$ cat src/hdl/tcon_pkg.sv
`default_nettype none
// ----------------------------------------------------------------------------
// tcon_pkg
// shared opcodes, character codes, cell constants and control types of the
// text console character engine
// ----------------------------------------------------------------------------
package tcon_pkg;

    localparam int OPCODE_W   = 2;
    localparam int CHAR_W     = 8;
    localparam int INDEX_W    = 11;
    localparam int POS_W      = 11;
    localparam int CELL_W     = 16;

    localparam logic [OPCODE_W-1:0] OP_PUT   = 2'd0;
    localparam logic [OPCODE_W-1:0] OP_READ  = 2'd1;
    localparam logic [OPCODE_W-1:0] OP_CLEAR = 2'd2;

    localparam logic [CHAR_W-1:0] CH_SPACE = 8'h20;
    localparam logic [CHAR_W-1:0] CH_TILDE = 8'h7E;
    localparam logic [CHAR_W-1:0] CH_BS    = 8'h08;
    localparam logic [CHAR_W-1:0] CH_TAB   = 8'h09;
    localparam logic [CHAR_W-1:0] CH_LF    = 8'h0A;
    localparam logic [CHAR_W-1:0] CH_CR    = 8'h0D;

    localparam logic [7:0]        ATTR_WHITE_ON_BLACK = 8'h0F;
    localparam logic [CELL_W-1:0] BLANK_CELL = {ATTR_WHITE_ON_BLACK, CH_SPACE};

    // side effects of one put beat
    typedef struct packed {
        logic store;    // printable byte goes into the cell under the cursor
        logic scroll;   // cursor ran off the last row
    } t_put_flags;

endpackage : tcon_pkg
`default_nettype wire

$ cat src/hdl/tcon_cursor.sv
`default_nettype none
// ----------------------------------------------------------------------------
// tcon_cursor
// next cursor position for one put byte, with wrap and scroll detection
// ----------------------------------------------------------------------------
module tcon_cursor
    import tcon_pkg::*;
#(
    parameter int COLUMNS  = 80,
    parameter int ROWS     = 25,
    parameter int TAB_STOP = 4,
    parameter int COL_W    = 7,
    parameter int ROW_W    = 5
) (
    input  wire logic [COL_W-1:0]  i_col,
    input  wire logic [ROW_W-1:0]  i_row,
    input  wire logic [CHAR_W-1:0] i_char,
    output logic      [COL_W-1:0]  o_col,
    output logic      [ROW_W-1:0]  o_row,
    output t_put_flags             o_flags
);

    localparam int TAB_ENTRIES = 2 ** COL_W;

    // next tab stop per column, clamped to COLUMNS when it runs off the line
    logic [COL_W:0] tab_lut [TAB_ENTRIES];

    for (genvar g = 0; g < TAB_ENTRIES; g++) begin : g_tab
        localparam int TN = (g / TAB_STOP + 1) * TAB_STOP;
        localparam int TC = (TN >= COLUMNS) ? COLUMNS : TN;
        assign tab_lut[g] = (COL_W+1)'(TC);
    end

    logic [COL_W:0] col_step;
    logic           printable;
    logic           line_feed;
    logic           advance;

    assign printable = (i_char >= CH_SPACE) && (i_char <= CH_TILDE);

    always_comb begin
        col_step  = {1'b0, i_col};
        line_feed = 1'b0;
        priority if (printable) begin
            col_step = {1'b0, i_col} + (COL_W+1)'(1);
        end else if (i_char == CH_BS) begin
            if (i_col != '0) begin
                col_step = {1'b0, i_col} - (COL_W+1)'(1);
            end
        end else if (i_char == CH_TAB) begin
            col_step = tab_lut[i_col];
        end else if (i_char == CH_LF) begin
            col_step  = '0;
            line_feed = 1'b1;
        end else if (i_char == CH_CR) begin
            col_step = '0;
        end else begin
            // any other byte leaves the cursor where it is
        end
    end

    always_comb begin
        advance = line_feed;
        o_col   = col_step[COL_W-1:0];
        if (col_step >= (COL_W+1)'(COLUMNS)) begin
            o_col   = '0;
            advance = 1'b1;
        end
    end

    always_comb begin
        o_row          = i_row;
        o_flags.store  = printable;
        o_flags.scroll = 1'b0;
        if (advance) begin
            if (i_row == ROW_W'(ROWS - 1)) begin
                o_flags.scroll = 1'b1;
            end else begin
                o_row = i_row + ROW_W'(1);
            end
        end
    end

endmodule : tcon_cursor
`default_nettype wire

$ cat config.mk
export PLATFORM = sky130hd
export DESIGN_NAME = tcon_cursor
export DESIGN_NICKNAME = d
export VERILOG_FILES = /design/src/hdl/tcon_pkg.sv /design/src/hdl/tcon_cursor.sv
export SDC_FILE = /design/constraint.sdc
export NUM_CORES = 1
export LEC_CHECK = 0
export BUFFER_PORTS_ARGS = -buffer_cell sky130_fd_sc_hd__clkbuf_2
export CORE_UTILIZATION = 56
export DETAILED_ROUTE_END_ITERATION = 10
export GPL_TIMING_DRIVEN = 0
export PLACE_DENSITY_LB_ADDON = 0.3
export SETUP_SLACK_MARGIN = 0.02
export SYNTH_ARGS = -nofsm -noshare
export SYNTH_HDL_FRONTEND = slang
export SYNTH_SLANG_ARGS = --single-unit
$ cat constraint.sdc
create_clock -name vclk -period 5.1
set_clock_uncertainty 0.15 [all_clocks]
set_input_delay 1.02 -clock vclk [all_inputs]
set_output_delay 1.02 -clock vclk [all_outputs]
set_load 0.01 [all_outputs]
# Word-level counts from Yosys, hierarchy flattened
# Memories as Yosys holds them, arrays and structs flattened.
# Cells that the tools add are included.
[op_classes] div_mod_pow=0 muxes=18 addsub=3 eq_ne=5 n_bitwise=1 n_mul=0 shift=0 n_reduce_logical=2 magnitude_cmp=4
[op_table] cell="$mux W8" n=6
[op_table] cell="$eq A8 B4 Y1 const B" n=4
[op_table] cell="$mux W7" n=3
[op_table] cell="$mux W5" n=2
[op_table] cell="$add A7 B1 Y8 const B" n=1
[op_table] cell="$ge A8 B6 Y1 const B" n=1
[op_table] cell="$ge A8 B7 Y1 const B" n=1
[op_table] cell="$ge A8 B8 Y1 const B" n=1
[op_table] cell="$le A8 B7 Y1 const B" n=1
[op_table] cell="$not A7 Y8" n=1
[op_table] cell="$sub A7 B1 Y8 const B" n=1
[op_table] cell="$mux W1" n=7
[op_table] cell="$reduce_bool A7 Y1" n=1
[op_table] cell="$add A5 B1 Y5 const B" n=1
[op_table] cell="$eq A5 B5 Y1 const B" n=1
[op_table] cell="$logic_and A1 B1 Y1" n=1
[word_totals] rom_bits=1024 out_inout_bits=14 in_bits=20 latchBits=0 elab_cells=34 ramBits=0 mem_count=1 register_bits=0
[mem_list] memory="(name not given)" words=128 width=8 read_ports=1 rd_ports_with_merged_regs=0 write_ports=0 line_no="tcon_cursor.sv:51" text="col_step = tab_lut[i_col];"

# Logic depth before layout (Yosys ltp)
# Gate-level depths: netlist of run 1.
[logic_depth] word_depth=10 mapped_depth=10 ltp_nobuf=9

# Worst setup path before layout of run 1
# Ideal clock, no wire load.
[synth_path] path_kind="input to output" start="input i_col[0]" end="output o_col[3]" path_slack_ns=1.204 cell_stages=10 n_path_buf=1 arrival_ns=2.726 t_required_ns=3.930 path_cell_list="inv_1 > ha_1 > nand4bb_1 > nor2_1 > nor3_1 > o32ai_1 > a21oi_2 > or2_1 > buf_2 > a211oi_2"
[synth_between] elab_chain_len=9 elab_cells_between_ends=15 classes_between="add/sub (2); order compare (1); mux (9); bitwise (1); reduce/logical (1); memory (1)"
[synth_rtl] element="from (decl)" line_no="tcon_cursor.sv:15" text="input wire logic [COL_W-1:0] i_col,"
[synth_rtl] element="$not A7 Y8 (implied by the code)" line_no="tcon_cursor.sv:51"
[synth_rtl] element="$mem_v2 Z128 W8"
[synth_rtl] element="$mux W8 (implied by the code) (2 in series)" line_no="tcon_cursor.sv:51"
[synth_rtl] element="$mux W8" line_no="tcon_cursor.sv:50" text="end else if (i_char == CH_TAB) begin"
[synth_rtl] element="$mux W8" line_no="tcon_cursor.sv:46" text="end else if (i_char == CH_BS) begin"
[synth_rtl] element="$mux W8 (*)" line_no="tcon_cursor.sv:44" text="priority if (printable) begin"
[synth_rtl] element="$ge A8 B7 Y1" line_no="tcon_cursor.sv:65" text="if (col_step >= (COL_W+1)'(COLUMNS)) begin"
[synth_rtl] element="$mux W7 (*)" line_no="tcon_cursor.sv:65"
[synth_rtl] element="to (decl)" line_no="tcon_cursor.sv:18" text="output logic [COL_W-1:0] o_col,"
# Mark *: on every way between the ends. The rest lies on a longest branch, timed or not. The select of a mux whose other input is x is not followed.

# Final worst setup path of run 1
# Same ends and word-level chain as after synthesis.

==> results of run 1 <==
[per-stage QoR]
step	total power [W]	instance area [µm²]	worst slack, ns
final	0.0000878	1040	0.669
after global placement	0.0000833	1040	0.731
after detailed placement	0.0000870	1040	0.704
after floorplan	0.0000534	856	1.20
after CTS	0.0000873	1040	0.702
after global routing	0.0000963	1040	0.469
[cell usage in the layout (no fill, tap or decap), types with 2 or more instances in the layout]
master and n:
clkbuf_2 34, nor2_1 11, nand2_1 10, inv_1 9
ha_1 7, xnor2_1 6, a21oi_1 5, and3_1 5
nand3_1 5, o21ai_0 5, a31oi_1 4, nor4_2 3
nand2b_1 3, nor3_1 3, buf_2 2, clkbuf_1 2
a21bo_2 2, nand4_1 2, a211oi_2 2, o21bai_1 2
o2111ai_1 2, o31ai_1 2, nand3b_1 2, o22ai_1 2
[power breakdown]
| part | internal, W | switching, W |
|---|---|---|
| clock network | 0 | 0 |
| logic | 0.0000375 | 0.0000503 |
| registers | 0 | 0 |
| total | 0.0000375 | 0.0000503 |
[layout make-up]
cell class / instances / area (µm²)
repair buffers: 34 / 170
fillers: 111 / 322
plain buffers: 5 / 25.0
multi-input cells: 109 / 793
well taps: 15 / 18.8
inverters: 10 / 37.5
[worst min path at each step]
stage              from    endpoint  slack (ns)  cells past startpoint
3_3_place_gp   i_row[4]    o_row[4]        2.17                      3
6_report       i_row[4]    o_row[4]        2.19                      3
3_5_place_dp   i_row[3]    o_row[3]        2.19                      3
2_1_floorplan  i_row[2]  o_flags[0]        1.94                      1
5_1_grt        i_row[3]    o_row[3]        2.20                      3
4_1_cts        i_row[3]    o_row[3]        2.19                      3
[cell families (layout without fill, tap and decap cells)]
kind of cell,Yosys count,in the layout
multiplexers,2,2
AO/OA/AOI/OAI,39,39
XOR/XNOR,7,7
AND/OR/NAND/NOR,54,54
adder cells (fa/ha/maj),7,7
buffers and inverters,15,49
[synth_stat cells, types with 2 or more instances]
library cell and count:
nor4_2 3, and3_1 5, nand3_1 5, o22ai_1 2, buf_2 2, a21bo_2 2, clkbuf_1 2, a31oi_1 4
o21bai_1 2, nand2_1 10, o31ai_1 2, nor2_1 11, inv_1 9, a211oi_2 2, nor3_1 3, o21ai_0 5
nand2b_1 3, xnor2_1 6, ha_1 7, nand4_1 2, nand3b_1 2, o2111ai_1 2, a21oi_1 5
[critical path: stages]
cell	delay, ns
clkbuf_2	0.13
inv_1	0.11
ha_1	0.23
nand4bb_1	0.15
nor2_1	0.23
nor3_1	0.08
o32ai_1	0.43
a21oi_2	0.18
or2_1	0.22
buf_2	0.16
a211oi_2	0.16
clkbuf_2	0.16
[per-layer routing]
metal / up-vias / track usage, % / wire length [µm] / share of wire (%)
met2: 41 / 57.8 / 1240 / 51
met4: 0 / 6.45 / 40 / 1.7
met5: - / 0 / 0 / 0
met1: 494 / 36.1 / 1020 / 42
li1: 539 / - / - / -
met3: 4 / 0 / 117 / 4.8
==> results.yml, run 1 <==
status:
  status: "finished clean"
power:
  power_density_nw_per_um2: 84.1
  p_leak_nw: 0.507
  ir_drop_uv: 52.8
drt:
  drt-total-wl_um: 2410
  drc_errors: 0
  first_pass_iters: 4
  vias: 1078
  antenna_left: 0
  vias_per_cell: 6.23
  wl_per_cell_um: 14.0
  drtIter0Drc: 24
floorplan:
  ios: 34
  coreArea_um2: 1370
  die_area_um2: 1690
  start_util_pct: 62.6
  rows: 13
  die_w_um: 41.1
  dieHeight_um: 41.1
critical_path:
  crit_start: "i_col[0]"
  cp.arrival_ns: 3.26
  cp-start-kind: "input pin"
  crit_type: "input pin to primary output"
  critPathCaptureType: "primary output"
  path_max_fanout: 7
  endpoint: "o_col[3]"
  cp_data_required_time_ns: 3.93
synth:
  synth_top_family_by_area: "simple AND/OR/NAND/NOR gates"
  syn-num-nets: 151
  ys_top_cells_by_area: "ha_1 (10%), xnor2_1 (6.1%), nor2_1 (4.8%), nand2_1 (4.4%), nor4_2 (4.4%)"
  synth_compound_area_share_pct: 33.8
  seq_area_frac_synth_pct: 0
  synth_top_area_share_pct: 10.2
  netlist_area_um2: 856
  synth_xor_area_share_pct: 7.16
  netlist.top_cell.by_area: "ha_1"
  synth_fa_ha_area_share_pct: 10.2
  avgSynthCellArea_um2: 6.90
  synth_simple_gate_area_share_pct: 38.6
  synth_mux_area_share_pct: 2.92
  syn_inst: 124
  ys_warn_count: 0
  synth_cell_types: 51
cells_and_area:
  fin_nets: 187
  fin_util_pct: 76.5
  design.seq.count: 0
  register_area_um2: 0
  final_layout_size_suffix_gt1_share_pct: 32.9
  clock_buffers: 0
  syn_to_final_growth_pct: 22.1
  n_antenna_cell: 0
  final_cells: 173
grt:
  antenna_found_initial: 0
  grt_max_degree: 11
  grt_pass1_wl_um: 3520
  groute.usage.overall_pct: 29.9
  gr-total-overflow: 0
  first_global_vias: 884
timing:
  finalSetupTns_ns: 0
  clock.fmax_mhz: 226
  setup_violations: 0
  slew_headroom_pct: 67.9
  fin_crit_sh_pct: 86.9
  worstMarginPinSlew_ns: 0.478
  rsz0062_at_grt: "no"
  hold_violations: 0
  holdWs_ns: 2.19
  finalMaxSlewViolations: 0
  fin_crit_ns: 4.43
placed_design:
  gp_congestion: 0.807
  place_inst: 173
  io_buffers: 34
  hpwl_um: 1990
clock_network:
  cts_resized: 0
  hold_buffers: 0
  cts_setup_buffers: 0
min_path:
  hp-class: "input pin to primary output"
job:
  drv_cap: 0
No activity file was read; power rests on OpenSTA's default activity.
==> run 2: changes to the inputs <==
Settings changed: CELL_PAD_IN_SITES_DETAIL_PLACEMENT set to 1, CELL_PAD_IN_SITES_GLOBAL_PLACEMENT set to 2, CORE_UTILIZATION 56 to 29.
==> results.yml, run 2 (same netlist as run 1, synthesis figures left out) <==
floorplan:
  ios: 34
  die_area_um2: 3170
  coreArea_um2: 2780
  die_w_um: 56.3
  start_util_pct: 30.8
  rows: 19
  dieHeight_um: 56.3
timing:
  fin_crit_sh_pct: 89.0
  finalMaxSlewViolations: 0
  worstMarginPinSlew_ns: 0.483
  slew_headroom_pct: 67.6
  fin_crit_ns: 4.54
  clock.fmax_mhz: 220
  setup_violations: 0
  rsz0062_at_grt: "no"
  finalSetupTns_ns: 0
  hold_violations: 0
critical_path:
  worst_path_max_delay_cell: "o32ai_1"
  cp_data_required_time_ns: 3.93
  cp.arrival_ns: 3.37
  path_common_cell: "clkbuf_2"
  critical_path.top_delay_family: "simple AND/OR/NAND/NOR gates"
  cpPeakStageDelay_ns: 0.44
  path_max_fanout: 7
  crit_type: "input pin to primary output"
  critPathCaptureType: "primary output"
  crit_chain: "clkbuf_2 -> inv_1 -> ha_1 -> nand4bb_1 -> nor2_1 -> nor3_1 -> o32ai_1 -> a21oi_2 -> or2_1 -> buf_2 -> a211oi_2 -> clkbuf_2"
  cp-start-kind: "input pin"
  crit_buf_inv: 4
cells_and_area:
  design.seq.count: 0
  syn_to_final_growth_pct: 24.4
  final_layout_size_suffix_gt1_share_pct: 32.9
  register_area_um2: 0
  clock_buffers: 0
  layout_common_cells: "clkbuf_2 (34), nor2_1 (11), nand2_1 (10), inv_1 (9), ha_1 (7)"
  n_antenna_cell: 0
  fin_nets: 187
  layout_commonest_cell: "clkbuf_2"
  final_cells: 189
grt:
  antenna_found_initial: 0
  groute.usage.overall_pct: 17.3
  first_global_vias: 994
  gr-total-overflow: 0
  grt_max_degree: 11
  grt_pass1_wl_um: 4590
placed_design:
  io_buffers: 34
  gp_congestion: 0.820
  hpwl_um: 2260
  place_inst: 189
job:
  drv_cap: 0
clock_network:
  cts_setup_buffers: 0
  cts_resized: 0
  hold_buffers: 0
drt:
  first_pass_iters: 4
  drtIter0Drc: 7
  drt-total-wl_um: 2710
  vias_per_cell: 5.63
  antenna_left: 0
  drc_errors: 0
  wl_per_cell_um: 14.3
  vias: 1064
min_path:
  hp-class: "input pin to primary output"
status:
  status: "finished clean"
power:
  ir_drop_uv: 42.2
  p_leak_nw: 0.507
  power_density_nw_per_um2: 82.5
## run 2: path summary, 6_finish.rpt
| path | startpoint | endpoint | cells after the start | slack, ns |
|---|---|---|---|---|
| setup / recovery | i_col[0] | o_col[3] | 12 | 0.56 |
| hold / removal | i_row[4] | o_row[4] | 3 | 2.17 |
## run 2: through the flow
step | instance area [µm²] | hold slack (ns) | utilization (%) | setup slack [ns] | power (W)
after global placement | 1060 | 2.17 | 38.3 | 0.593 | 0.0000867
final | 1060 | 2.17 | 38.3 | 0.561 | 0.0000878
after CTS | 1060 | 2.18 | 38.3 | 0.542 | 0.0000891
after detailed placement | 1060 | 2.17 | 38.3 | 0.551 | 0.0000887
after floorplan | 856 | 1.94 | - | 1.20 | 0.0000534
after global routing | 1060 | 2.20 | 38.3 | 0.288 | 0.0000979
## run 2: cell type report
cell class,instances,area (µm²)
Buffer,5,25.0
Fill cell,381,1720
Multi-Input combinational cell,109,793
Timing Repair Buffer,34,170
Inverter,10,37.5
Tap cell,31,38.8
## run 2: layer usage
metal  global-route usage (%)  share of wire [%]  vias up
met3                    0.922                3.3        2
met5                        0                  0        -
met4                    0.697               0.30        0
li1                         -                  -      538
met2                     31.3                 49       22
met1                     23.7                 47      502
## run 2: tightest hold or removal path, cell delays in order
cell	delay [ns]
clkbuf_2	0.10
xnor2_1	0.06
clkbuf_2	0.12
## run 2: where the power goes
part	switching (W)	leakage, nW	internal [W]
registers	0	0	0
logic	0.0000502	0.507	0.0000376
clock network	0	0	0
